--- config.mk ---
export PLATFORM = sky130hd
export DESIGN_NAME = over_temperature_monitor
export DESIGN_NICKNAME = d
export VERILOG_FILES = /design/src/sv/otm_pkg.sv /design/src/sv/over_temperature_monitor.sv /design/src/sv/otm_core.sv
export VERILOG_INCLUDE_DIRS = /design/src /design/src/sv
export SDC_FILE = /design/constraint.sdc
export NUM_CORES = 1
export LEC_CHECK = 0
export BUFFER_PORTS_ARGS = -buffer_cell sky130_fd_sc_hd__buf_4
export CORE_MARGIN = 2
export CORE_UTILIZATION = 50
export DETAILED_ROUTE_END_ITERATION = 8
export GPL_TIMING_DRIVEN = 0
export PLACE_DENSITY = 0.71
export SETUP_SLACK_MARGIN = 0.05
export SLEW_MARGIN = 20
export SYNTH_ARGS = -nofsm -noshare
export SYNTH_HDL_FRONTEND = slang
export SYNTH_SLANG_ARGS = --single-unit
--- constraint.sdc ---
create_clock -name clk -period 3.5 [get_ports clk]
set_clock_uncertainty 0.15 [all_clocks]
set_input_delay 0.35 -clock clk [delete_from_list [all_inputs] [get_ports clk]]
set_output_delay 0.35 -clock clk [all_outputs]
set_load 0.05 [all_outputs]
--- src/sv/assert_macros.svh ---
// Assertion macros used by the top-level RTL file of the over-temperature monitor.
`ifndef ASSERT_MACROS_SVH
`define ASSERT_MACROS_SVH

// Implication checked on every rising edge, held off while in reset.
`define OTM_ASSERT_IMP(lbl, clk, rst_n, ante, cons, msg) \
  lbl: assert property (@(posedge clk) disable iff (!rst_n) (ante) |-> (cons)) \
    else $error(msg);

// Implication whose consequent is checked in the cycle after the antecedent.
`define OTM_ASSERT_NEXT(lbl, clk, rst_n, ante, cons, msg) \
  lbl: assert property (@(posedge clk) disable iff (!rst_n) (ante) |=> (cons)) \
    else $error(msg);

`endif

--- src/sv/otm_pkg.sv ---
// Types and constants of the over-temperature monitor.
`default_nettype none

package otm_pkg;

  localparam int ADC_BITS   = 10;
  localparam int THR_W      = 10;
  localparam int DEB_W      = 8;
  localparam int TICK_W     = 16;
  localparam int CFG_ADDR_W = 3;
  localparam int CFG_DATA_W = 16;

  // Register indexes on the configuration port
  localparam logic [CFG_ADDR_W-1:0] REG_SAFE     = 3'd0;
  localparam logic [CFG_ADDR_W-1:0] REG_DANGER   = 3'd1;
  localparam logic [CFG_ADDR_W-1:0] REG_DEBOUNCE = 3'd2;
  localparam logic [CFG_ADDR_W-1:0] REG_IDLE     = 3'd3;
  localparam logic [CFG_ADDR_W-1:0] REG_WINDOW   = 3'd4;

  // Request kinds
  localparam logic OP_TICK   = 1'b0;
  localparam logic OP_SAMPLE = 1'b1;

  typedef struct packed {
    logic                operation;
    logic [ADC_BITS-1:0] sample;
    logic                lights_on;
    logic                power_on;
  } in_item_t;

  typedef struct packed {
    logic                fault;
    logic                buzzer_pulse;
    logic                reading_valid;
    logic [ADC_BITS-1:0] reading;
  } out_item_t;

  typedef struct packed {
    logic [THR_W-1:0]  safe_threshold;
    logic [THR_W-1:0]  danger_threshold;
    logic [DEB_W-1:0]  debounce_count;
    logic [TICK_W-1:0] idle_ticks;
    logic [TICK_W-1:0] window_ticks;
  } cfg_t;

  typedef struct packed {
    logic enabled;
    logic sampling;
    logic fault;
  } status_t;

endpackage

`default_nettype wire

--- src/sv/over_temperature_monitor.sv ---
// Over-temperature monitor: periodic peak sampling of a thermistor with debounced fault.
//
// Input channel (in_valid/in_ready/in_data) carries one request per item: either a
// period tick or an ADC sample. Every request yields exactly one result on the
// output channel (out_valid/out_ready/out_data): fault flag, buzzer pulse on fault
// clear, and the evaluated peak when a sampling window closes.
// Pipeline: an accepted request sits in the input register; when the output register
// can advance, the core computes the state update and the result is captured in the
// output register, which raises out_valid. Throughput is one request per cycle while
// the receiver does not stall; the state update is a single increment, compare and select between those two.
// When the receiver stalls, the output register holds its result and the input
// register can still take one more request; in_ready drops only when both are full.
// Configuration: cfg_we writes cfg_wdata into register cfg_addr; indexes beyond the
// register list are ignored. Write only while no request is in flight.
// Reset (rst_n low, synchronous) clears both pipeline registers, disables the
// monitor, clears the fault and counters and restores the register defaults.
`default_nettype none
`include "assert_macros.svh"

module over_temperature_monitor (
  input  wire logic                               clk,
  input  wire logic                               rst_n,
  input  wire logic                               in_valid,
  output logic                                    in_ready,
  input  wire otm_pkg::in_item_t                  in_data,
  output logic                                    out_valid,
  input  wire logic                               out_ready,
  output otm_pkg::out_item_t                      out_data,
  input  wire logic                               cfg_we,
  input  wire logic [otm_pkg::CFG_ADDR_W-1:0]     cfg_addr,
  input  wire logic [otm_pkg::CFG_DATA_W-1:0]     cfg_wdata
);
  import otm_pkg::*;

  cfg_t      cfg_r;
  logic      s1_valid_r;
  in_item_t  s1_item_r;
  logic      out_valid_r;
  out_item_t out_data_r;
  logic      advance;
  logic      step;
  out_item_t core_res;
  status_t   core_status;

  // configuration registers
  always_ff @(posedge clk) begin
    if (!rst_n) begin
      cfg_r.safe_threshold   <= THR_W'(0);
      cfg_r.danger_threshold <= THR_W'(0);
      cfg_r.debounce_count   <= DEB_W'(3);
      cfg_r.idle_ticks       <= TICK_W'(500);
      cfg_r.window_ticks     <= TICK_W'(10);
    end else if (cfg_we) begin
      case (cfg_addr)
        REG_SAFE:     cfg_r.safe_threshold   <= cfg_wdata[THR_W-1:0];
        REG_DANGER:   cfg_r.danger_threshold <= cfg_wdata[THR_W-1:0];
        REG_DEBOUNCE: cfg_r.debounce_count   <= cfg_wdata[DEB_W-1:0];
        REG_IDLE:     cfg_r.idle_ticks       <= cfg_wdata[TICK_W-1:0];
        REG_WINDOW:   cfg_r.window_ticks     <= cfg_wdata[TICK_W-1:0];
        default: ;
      endcase
    end
  end

  assign advance  = !out_valid_r || out_ready;
  assign step     = s1_valid_r && advance;
  assign in_ready = !s1_valid_r || advance;

  // input register
  always_ff @(posedge clk) begin
    if (!rst_n) begin
      s1_valid_r <= 1'b0;
    end else if (in_valid && in_ready) begin
      s1_valid_r <= 1'b1;
    end else if (step) begin
      s1_valid_r <= 1'b0;
    end
  end

  always_ff @(posedge clk) begin
    if (in_valid && in_ready) begin
      s1_item_r <= in_data;
    end
  end

  otm_core u_core (
    .clk     (clk),
    .rst_n   (rst_n),
    .step_en (step),
    .item    (s1_item_r),
    .cfg     (cfg_r),
    .res     (core_res),
    .status  (core_status)
  );

  // result register
  always_ff @(posedge clk) begin
    if (!rst_n) begin
      out_valid_r <= 1'b0;
    end else if (advance) begin
      out_valid_r <= s1_valid_r;
    end
  end

  always_ff @(posedge clk) begin
    if (step) begin
      out_data_r <= core_res;
    end
  end

  assign out_valid = out_valid_r;
  assign out_data  = out_data_r;

  `OTM_ASSERT_IMP(a_buzz_needs_fault, clk, rst_n, step && core_res.buzzer_pulse, core_status.fault, "buzzer pulse without an active fault")
  `OTM_ASSERT_NEXT(a_close_ends_window, clk, rst_n, step && core_res.reading_valid, !core_status.sampling, "window still open after a reading")
  `OTM_ASSERT_IMP(a_disabled_quiet, clk, rst_n, !core_status.enabled, !core_status.sampling && !core_status.fault, "window or fault while disabled")

endmodule

`default_nettype wire

--- src/sv/otm_core.sv ---
// Monitor state and the combinational update for one request, registered when step_en is high.
`default_nettype none

module otm_core (
  input  wire logic              clk,
  input  wire logic              rst_n,
  input  wire logic              step_en,
  input  wire otm_pkg::in_item_t item,
  input  wire otm_pkg::cfg_t     cfg,
  output otm_pkg::out_item_t     res,
  output otm_pkg::status_t       status
);
  import otm_pkg::*;

  logic                enabled_r, enabled_nxt;
  logic                sampling_r, sampling_nxt;
  logic [TICK_W-1:0]   tick_cnt_r, tick_cnt_nxt;
  logic [ADC_BITS-1:0] peak_r, peak_nxt;
  logic [DEB_W-1:0]    deb_cnt_r, deb_cnt_nxt;
  logic                fault_r, fault_nxt;

  logic [TICK_W-1:0]   tick_inc;
  logic [DEB_W-1:0]    deb_inc;
  logic                hit;

  assign tick_inc = tick_cnt_r + TICK_W'(1);
  assign deb_inc  = deb_cnt_r + DEB_W'(1);
  // With a fault the peak must recover to safe; without one it must drop to danger
  assign hit = fault_r ? (peak_r >= cfg.safe_threshold) : (peak_r <= cfg.danger_threshold);

  always_comb begin
    enabled_nxt  = enabled_r;
    sampling_nxt = sampling_r;
    tick_cnt_nxt = tick_cnt_r;
    peak_nxt     = peak_r;
    deb_cnt_nxt  = deb_cnt_r;
    fault_nxt    = fault_r;
    res          = '0;

    if (item.operation == OP_SAMPLE) begin
      if (sampling_r && (item.sample != '0) && (item.sample > peak_r)) begin
        peak_nxt = item.sample;
      end
    end else if (!enabled_r) begin
      if (item.power_on) begin
        enabled_nxt = 1'b1;
      end
    end else if (!sampling_r) begin
      if (item.lights_on || fault_r) begin
        if (tick_inc >= cfg.idle_ticks) begin
          tick_cnt_nxt = '0;
          sampling_nxt = 1'b1;
        end else begin
          tick_cnt_nxt = tick_inc;
        end
      end else begin
        tick_cnt_nxt = '0;
      end
    end else begin
      if (tick_inc >= cfg.window_ticks) begin
        tick_cnt_nxt = '0;
        peak_nxt     = '0;
        // an empty window restarts without closing
        if (peak_r != '0) begin
          sampling_nxt      = 1'b0;
          res.reading_valid = 1'b1;
          res.reading       = peak_r;
          if (!hit) begin
            deb_cnt_nxt = '0;
          end else if (deb_inc >= cfg.debounce_count) begin
            deb_cnt_nxt      = '0;
            fault_nxt        = !fault_r;
            res.buzzer_pulse = fault_r;
          end else begin
            deb_cnt_nxt = deb_inc;
          end
        end
      end else begin
        tick_cnt_nxt = tick_inc;
      end
    end

    res.fault = fault_nxt;
  end

  always_ff @(posedge clk) begin
    if (!rst_n) begin
      enabled_r  <= 1'b0;
      sampling_r <= 1'b0;
      tick_cnt_r <= '0;
      peak_r     <= '0;
      deb_cnt_r  <= '0;
      fault_r    <= 1'b0;
    end else if (step_en) begin
      enabled_r  <= enabled_nxt;
      sampling_r <= sampling_nxt;
      tick_cnt_r <= tick_cnt_nxt;
      peak_r     <= peak_nxt;
      deb_cnt_r  <= deb_cnt_nxt;
      fault_r    <= fault_nxt;
    end
  end

  assign status.enabled  = enabled_r;
  assign status.sampling = sampling_r;
  assign status.fault    = fault_r;

endmodule

`default_nettype wire
==> results of run 1 <==
-- path summary, 6_finish.rpt --
| kind | end | slack (ps) | depth (start not counted) |
|---|---|---|---|
| setup / recovery | u_core.tick_cnt_r[3] | 70 | 14 |
| hold reg to reg | cfg_r[11] | 300 | 2 |
| hold / removal | cfg_r[11] | 20 | 3 |
| setup reg to reg | u_core.tick_cnt_r[3] | 70 | 14 |
-- layer usage --
layer / vias up / share of wire (%)
met5: - / 0
met4: 0 / 2.8
met3: 34 / 4.2
met2: 150 / 51
met1: 2782 / 42
li1: 2961 / -
-- cell type report --
class | count | share of cell area, %
Timing Repair Buffer | 84 | 7.83
Inverter | 85 | 3.67
Tap cell | 176 | 2.53
Multi-Input combinational cell | 554 | 44.8
Sequential cell | 125 | 32.0
Clock inverter | 14 | 2.46
Clock buffer | 18 | 5.18
Buffer | 31 | 1.47
-- power by group --
group / switching (mW) / internal [mW] / leakage (nW)
Clock: 0.673 / 1.31 / 0.329
Sequential: 0.0182 / 1.50 / 1.05
Combinational: 0.167 / 0.109 / 2.18
-- kinds of logic after synthesis --
kind of cell | count (synthesis) | share of synthesized area (%)
compound gates | 160 | 15.5
xor+xnor | 19 | 2.45
fa+ha+maj | 72 | 13.3
buf+inv | 117 | 6.54
flops | 125 | 40.7
mux | 11 | 1.62
simple gates | 292 | 19.9
-- registers in the layout, indices dropped and copies added, names as in the netlist, 8 cells and up --
name / count
u_core.peak_r: 10
u_core.tick_cnt_r: 16
out_data: 13
cfg_r: 60
s1_item_r: 13
u_core.deb_cnt_r: 8
-- through the flow --
stage | setup TNS, ps | area, um2 | util [%] | std cells
after floorplan | 0 | 6800 | - | 796
after global placement | -14580 | 7380 | 55.8 | 1021
after detailed placement | -14960 | 7380 | 55.8 | 1021
after CTS | 0 | 8420 | 63.6 | 1078
after global routing | -686 | 8690 | 65.6 | 1087
final | 0 | 8690 | 65.6 | 1087
-- layout by cell type, fill, tap and decap left out, drive strengths merged, types with 4 or more instances in the layout --
master / n
a21oi: 75
mux2i: 11
clkbuf: 44
o211ai: 10
a211oi: 5
nand3: 32
a22o: 7
ha: 72
a32o: 4
xor2: 7
xnor2: 12
and2: 11
and3: 10
nand2: 159
inv: 86
clkinv: 8
dlygate4sd3: 14
nor2b: 5
o21a: 5
a2111oi: 5
edfxtp: 26
nor4: 14
bufinv: 5
nor3: 9
nand2b: 6
o31ai: 7
nand4: 11
a21o: 8
o21ai: 20
buf: 75
nor2: 26
dfxtp: 99
-- worst min-delay path: cells and delay by family --
family	cells	cell delay, ps
buf+inv	1	110
compound gates	1	50
simple gates	1	50
-- timing repair --
| item | 4_1_cts | 5_1_grt |
|---|---|---|
| gates resized for setup | 32 | 43 |
| endpoints found under the hold margin | 14 | 0 |
| hold buffers | 14 | 0 |
| setup buffers | 10 | 9 |
| endpoints found under the setup margin | 49 | 48 |
| cloned | 2 | 0 |
| pin swaps | 9 | 21 |
==> run_results.csv, run 1 <==
group,metric,value,unit
setup_path,path_common_cell,"and3_4",
synthesis,synthFlopType,"dfxtp_1",
finish,num_antenna_cells,0,
global_route,grt.met3_usage,5.57,%
detailed_routing,drcViolationCount,0,
clock_tree,path_clk_slew,60,ps
sta,fin_crit,3430,ps
setup_path,crit_chain,"ha_4, and3_4, and3_4, nand2_4, nor2_4, xnor2_2, inv_2, ha_1, and4_1, a211oi_1, a21boi_4, a22oi_4, nor3_2, a22o_1",
synthesis,ys_ff_latch,125,
synthesis,ys_types,57,
sta,fmax,291,MHz
job,cap_violations,0,
sta,maxSlewHeadroom,36.2,%
global_route,grt_util_met2,43.4,%
clock_tree,h-tree-depth,4,
detailed_routing,num_vias,5927,
finish,regArea,2780,um2
synthesis,synthTopCellsByCount,"159 x nand2_1, 99 x dfxtp_1, 84 x inv_1",
outcome,status,"finished, final reports clean",
global_route,grt.busiest_layer,"met2",
setup_path,cp_data_required_time,3710,ps
placement,numPortBuffers,49,
global_route,grtUsageTotal,24.8,%
power,powerDensity,435,nW/um2
synthesis,seq_area_frac_synth,40.7,%
floorplanning,die-area,14500,um2
synthesis,synth_area_leaders,"dfxtp_1 29%, ha_1 13%, edfxtp_1 11%, nand2_1 8.8%, a21oi_1 5.5%",
sta,setup_viol,0,
floorplanning,core,13200,um2
power,peakVddDrop,0.283,mV
synthesis,synth_edf_count,26,
detailed_routing,first_iter_violations,408,
sta,fin_crit_sh,98.1,%
finish,layout-drive-gt1-share,17.9,%
setup_path,critical_path_arrival,3650,ps
setup_path,crit_buf_inv,1,
sta,rsz0062_at_grt,"yes",
setup_path,worstPathMaxFanout,6,
synthesis,syn_avg_cell_area,8.54,um2
clock_tree,tritoncts,"built",
sta,hold_viol,0,
clock_tree,cts_max_path_buffers,2,
power,power_leakage,3.55,nW
sta,slew_viol_final,0,
synthesis,synth_area,6800,um2
global_route,met1_usage,28.9,%
finish,nFillCells,1095,
setup_path,end_kind,"flip-flop",
global_route,grt_pass1_vias,5757,
floorplanning,die_w,121,um
detailed_routing,post_drt_wl_per_cell,16.2,um
synthesis,syn_nets,905,
synthesis,yosys.area.top_type,"dfxtp_1",
hold_path,hp-start,"cfg_wdata[11]",
synthesis,yosysWarnings,0,
placement,dpl.hpwl,11.8,mm
setup_path,critPathMaxStageDelay,450,ps
setup_path,r2r-start,"u_core.tick_cnt_r[1]",
detailed_routing,routed_wl,17.6,mm
detailed_routing,dr.pass1.iters,5,
power,design_power_total,3.78,mW
setup_path,start_kind,"flip-flop",
finish,multiInputGateArea,3900,um2
sta,holdWs,24.0,ps
clock_tree,clkLatencyLatePin,430,ps
clock_tree,root_buffer,"clkbuf_16",
clock_tree,cts_buffers,17,
sta,worst_slack,65.5,ps
setup_path,startpoint,"u_core.tick_cnt_r[1]",
setup_path,cpMaxStageDelayCell,"nor3_2",
floorplanning,start_util,51.3,%
floorplanning,die_h,121,um
finish,synthToLayoutAreaGrowth,27.9,%
global_route,grt_max_degree,20,
synthesis,yosys.area.top_type_share,29.2,%
detailed_routing,ant_nets,0,
placement,place.gp.congestion,0.825,
floorplanning,ios,52,
hold_path,hp-class,"input pin to flip-flop",
synthesis,synthMostInstantiatedCell,"nand2_1",
global_route,grt.overflow.total,0,
floorplanning,rows,42,
synthesis,syn_inst,796,
setup_path,cpLargestDelayFamily,"simple AND/OR/NAND/NOR gates",
placement,pre_cts_slack,-552,ps
finish,fin_nets,1007,
setup_path,crit_type,"flip-flop to flip-flop",
synthesis,async_reset_ff_share,0,%
global_route,antenna_found_initial,0,
global_route,grt_pass1_wl,27.7,mm
sta,worst_pin_slew,956,ps
detailed_routing,via_per_inst,5.45,
clock_tree,clkSinkCount,125,
No activity file was read; power rests on OpenSTA's default activity.
==> run 2, diff against run 1 <==
--- a/config.mk
+++ b/config.mk
@@ -9,9 +9,11 @@
 export BUFFER_PORTS_ARGS = -buffer_cell sky130_fd_sc_hd__buf_4
 export CORE_MARGIN = 2
 export CORE_UTILIZATION = 50
+export CTS_CLUSTER_SIZE = 25
 export DETAILED_ROUTE_END_ITERATION = 8
 export GPL_TIMING_DRIVEN = 0
-export PLACE_DENSITY = 0.71
+export HOLD_SLACK_MARGIN = 0.1
+export PLACE_DENSITY = 0.68
 export SETUP_SLACK_MARGIN = 0.05
 export SLEW_MARGIN = 20
 export SYNTH_ARGS = -nofsm -noshare
==> constraint.sdc (replaced) <==
create_clock -name clk -period 3.25 [get_ports clk]
set_clock_uncertainty 0.15 [all_clocks]
set_input_delay 0.325 -clock clk [delete_from_list [all_inputs] [get_ports clk]]
set_output_delay 0.325 -clock clk [all_outputs]
set_load 0.05 [all_outputs]
==> run 2 against run 1 <==
Against the previous run: the flow now finishes with violations (setup timing); combinational power rose by 22%; worst hold slack improved by 200 ps; clock power fell by 3%; design area rose by 3.7%; sequential power rose by 8%; wire length rose by 6.2%; via count rose by 3.8%; final cell count rose by 1.9%.
==> run_results.csv, run 2 (same netlist as run 1, synthesis figures left out) <==
group,metric,value,unit
setup_path,critical_path_arrival,3580,ps
setup_path,start_kind,"flip-flop",
power,pwr-share-clk,49.4,%
sta,worst_slack,-162,ps
detailed_routing,first_iter_violations,465,
detailed_routing,num_vias,6153,
finish,largest-register,"cfg_r",
power,power_frac_comb,8.6,%
clock_tree,clkLatencyLatePin,430,ps
setup_path,r2r-start,"u_core.tick_cnt_r[1]",
global_route,grt_pass1_vias,6119,
detailed_routing,routed_wl,18.7,mm
setup_path,worstPathMaxFanout,6,
sta,fin_crit,3410,ps
clock_tree,path_clk_slew,60,ps
floorplanning,die_w,121,um
placement,place_inst,1021,
sta,fmax,293,MHz
placement,numPortBuffers,49,
finish,mostFrequentLayoutCells,"157 x nand2_1, 88 x dfxtp_1, 82 x inv_1, 72 x a21oi_1, 69 x buf_4",
placement,place.gp.congestion,0.902,
setup_path,cp_data_required_time,3420,ps
power,powerDensity,433,nW/um2
finish,final_common_cell,"nand2_1",
global_route,grt_pass1_wl,29.6,mm
placement,placed_area,7440,um2
global_route,grt_max_degree,20,
finish,fin_nets,1028,
finish,nFillCells,1062,
sta,rsz0062_at_grt,"yes",
detailed_routing,highest_layer,"met4",
clock_tree,root_buffer,"clkbuf_16",
clock_tree,cts_max_path_buffers,2,
global_route,grt.overflow.total,0,
hold_path,hp-class,"input pin to flip-flop",
clock_tree,clkSinkCount,125,
sta,tns,-3300,ps
finish,final_util,68.0,%
setup_path,crit_type,"flip-flop to flip-flop",
detailed_routing,ant_nets,0,
sta,slew_viol_final,0,
finish,biggestRegsByFlops,"cfg_r (60), u_core.tick_cnt_r (16)",
setup_path,startpoint,"u_core.tick_cnt_r[1]",
detailed_routing,via_per_inst,5.55,
sta,fin_crit_sh,105,%
setup_path,crit_buf_inv,2,
finish,num_antenna_cells,0,
clock_tree,tritoncts,"built",
clock_tree,h-tree-depth,4,
detailed_routing,post_drt_wl_per_cell,16.9,um
floorplanning,die-area,14500,um2
detailed_routing,dr_wl_met2,9.79,mm
sta,setup_viol,33,
detailed_routing,wl_met1,7.36,mm
setup_path,cpLargestDelayFamily,"compound AO/OA/AOI/OAI gates",
setup_path,cpMaxStageDelayCell,"dfxtp_4",
finish,largest_reg_flops,60,
power,power_leakage,3.64,nW
power,peakVddDrop,0.372,mV
finish,final_cell_count_no_fill,1108,
setup_path,end_kind,"flip-flop",
sta,hold_viol,0,
sta,holdWs,225,ps
clock_tree,cts_buffers,17,
floorplanning,core,13200,um2
hold_path,hp-start,"cfg_addr[2]",
floorplanning,ios,52,
floorplanning,rows,42,
power,pwr-share-seq,42.0,%
floorplanning,start_util,51.3,%
sta,maxSlewHeadroom,35.1,%
power,design_power_total,3.90,mW
job,cap_violations,0,
detailed_routing,route.met3.wl,846,um
outcome,violations,"setup timing",
power,p_int,2.99,mW
placement,pre_cts_slack,-505,ps
power,swShare,23.3,%
finish,final_area,9010,um2
sta,worst_pin_slew,974,ps
finish,synthToLayoutAreaGrowth,32.6,%
power,switchingPower,0.909,mW
setup_path,crit_chain,"ha_4, and3_4, and3_4, nand3_4, xnor2_4, buf_6, ha_4, nand4_1, a2111oi_4, a21oi_4, a22oi_4, buf_6, o31ai_1, a22o_1",
floorplanning,die_h,121,um
detailed_routing,dr.pass1.iters,5,
placement,dpl.hpwl,12.8,mm
global_route,grtUsageTotal,26.5,%
global_route,antenna_found_initial,0,
finish,layout-drive-gt1-share,20.3,%
detailed_routing,drcViolationCount,0,
outcome,status,"complete, but fails checks",
setup_path,critPathMaxStageDelay,390,ps
[run 2: timing repair]
action | in CTS | in global routing
resized for setup | 48 | 47
hold buffers | 31 | 0
pin swaps | 27 | 20
endpoints found under the hold margin | 75 | 0
buffers inserted | 15 | 8
endpoints found under the setup margin | 49 | 49
gates cloned | 2 | 1
[run 2: worst paths after layout]
check	to	slack, ps	cells after the start
min reg2reg	cfg_r[51]	300	2
max reg2reg	u_core.tick_cnt_r[9]	-160	14
max	u_core.tick_cnt_r[9]	-160	14
min	cfg_r[2]	220	4
[run 2: power by group through the flow]
stage	Clock [mW]	Combinational [mW]	Sequential, mW
2_1_floorplan	0	0.139	1.70
3_3_place_gp	0	0.264	1.67
3_5_place_dp	0	0.273	1.67
4_1_cts	1.95	0.314	1.64
5_1_grt	2.02	0.364	1.64
6_report	1.93	0.336	1.64
[run 2: layout make-up]
class / count / area (um2) / area share (%)
Multi-Input combinational cell: 555 / 4060 / 45.0
Timing Repair Buffer: 105 / 893 / 9.92
Clock buffer: 19 / 453 / 5.03
Clock inverter: 13 / 146 / 1.63
Tap cell: 176 / 220 / 2.44
Buffer: 30 / 131 / 1.46
Inverter: 85 / 319 / 3.54
Sequential cell: 125 / 2790 / 30.9
[run 2: tightest hold or removal path: cells and delay by family]
| kind | cells | cell delay, ps |
|---|---|---|
| buffers and inverters | 1 | 90 |
| AO/OA/AOI/OAI | 1 | 50 |
| AND/OR/NAND/NOR | 2 | 290 |
[run 2: per-layer routing]
layer,global-route usage [%],vias up
met5,0,-
met4,13.5,0
met3,5.52,53
met2,46.9,192
met1,30.1,2906
li1,-,3002
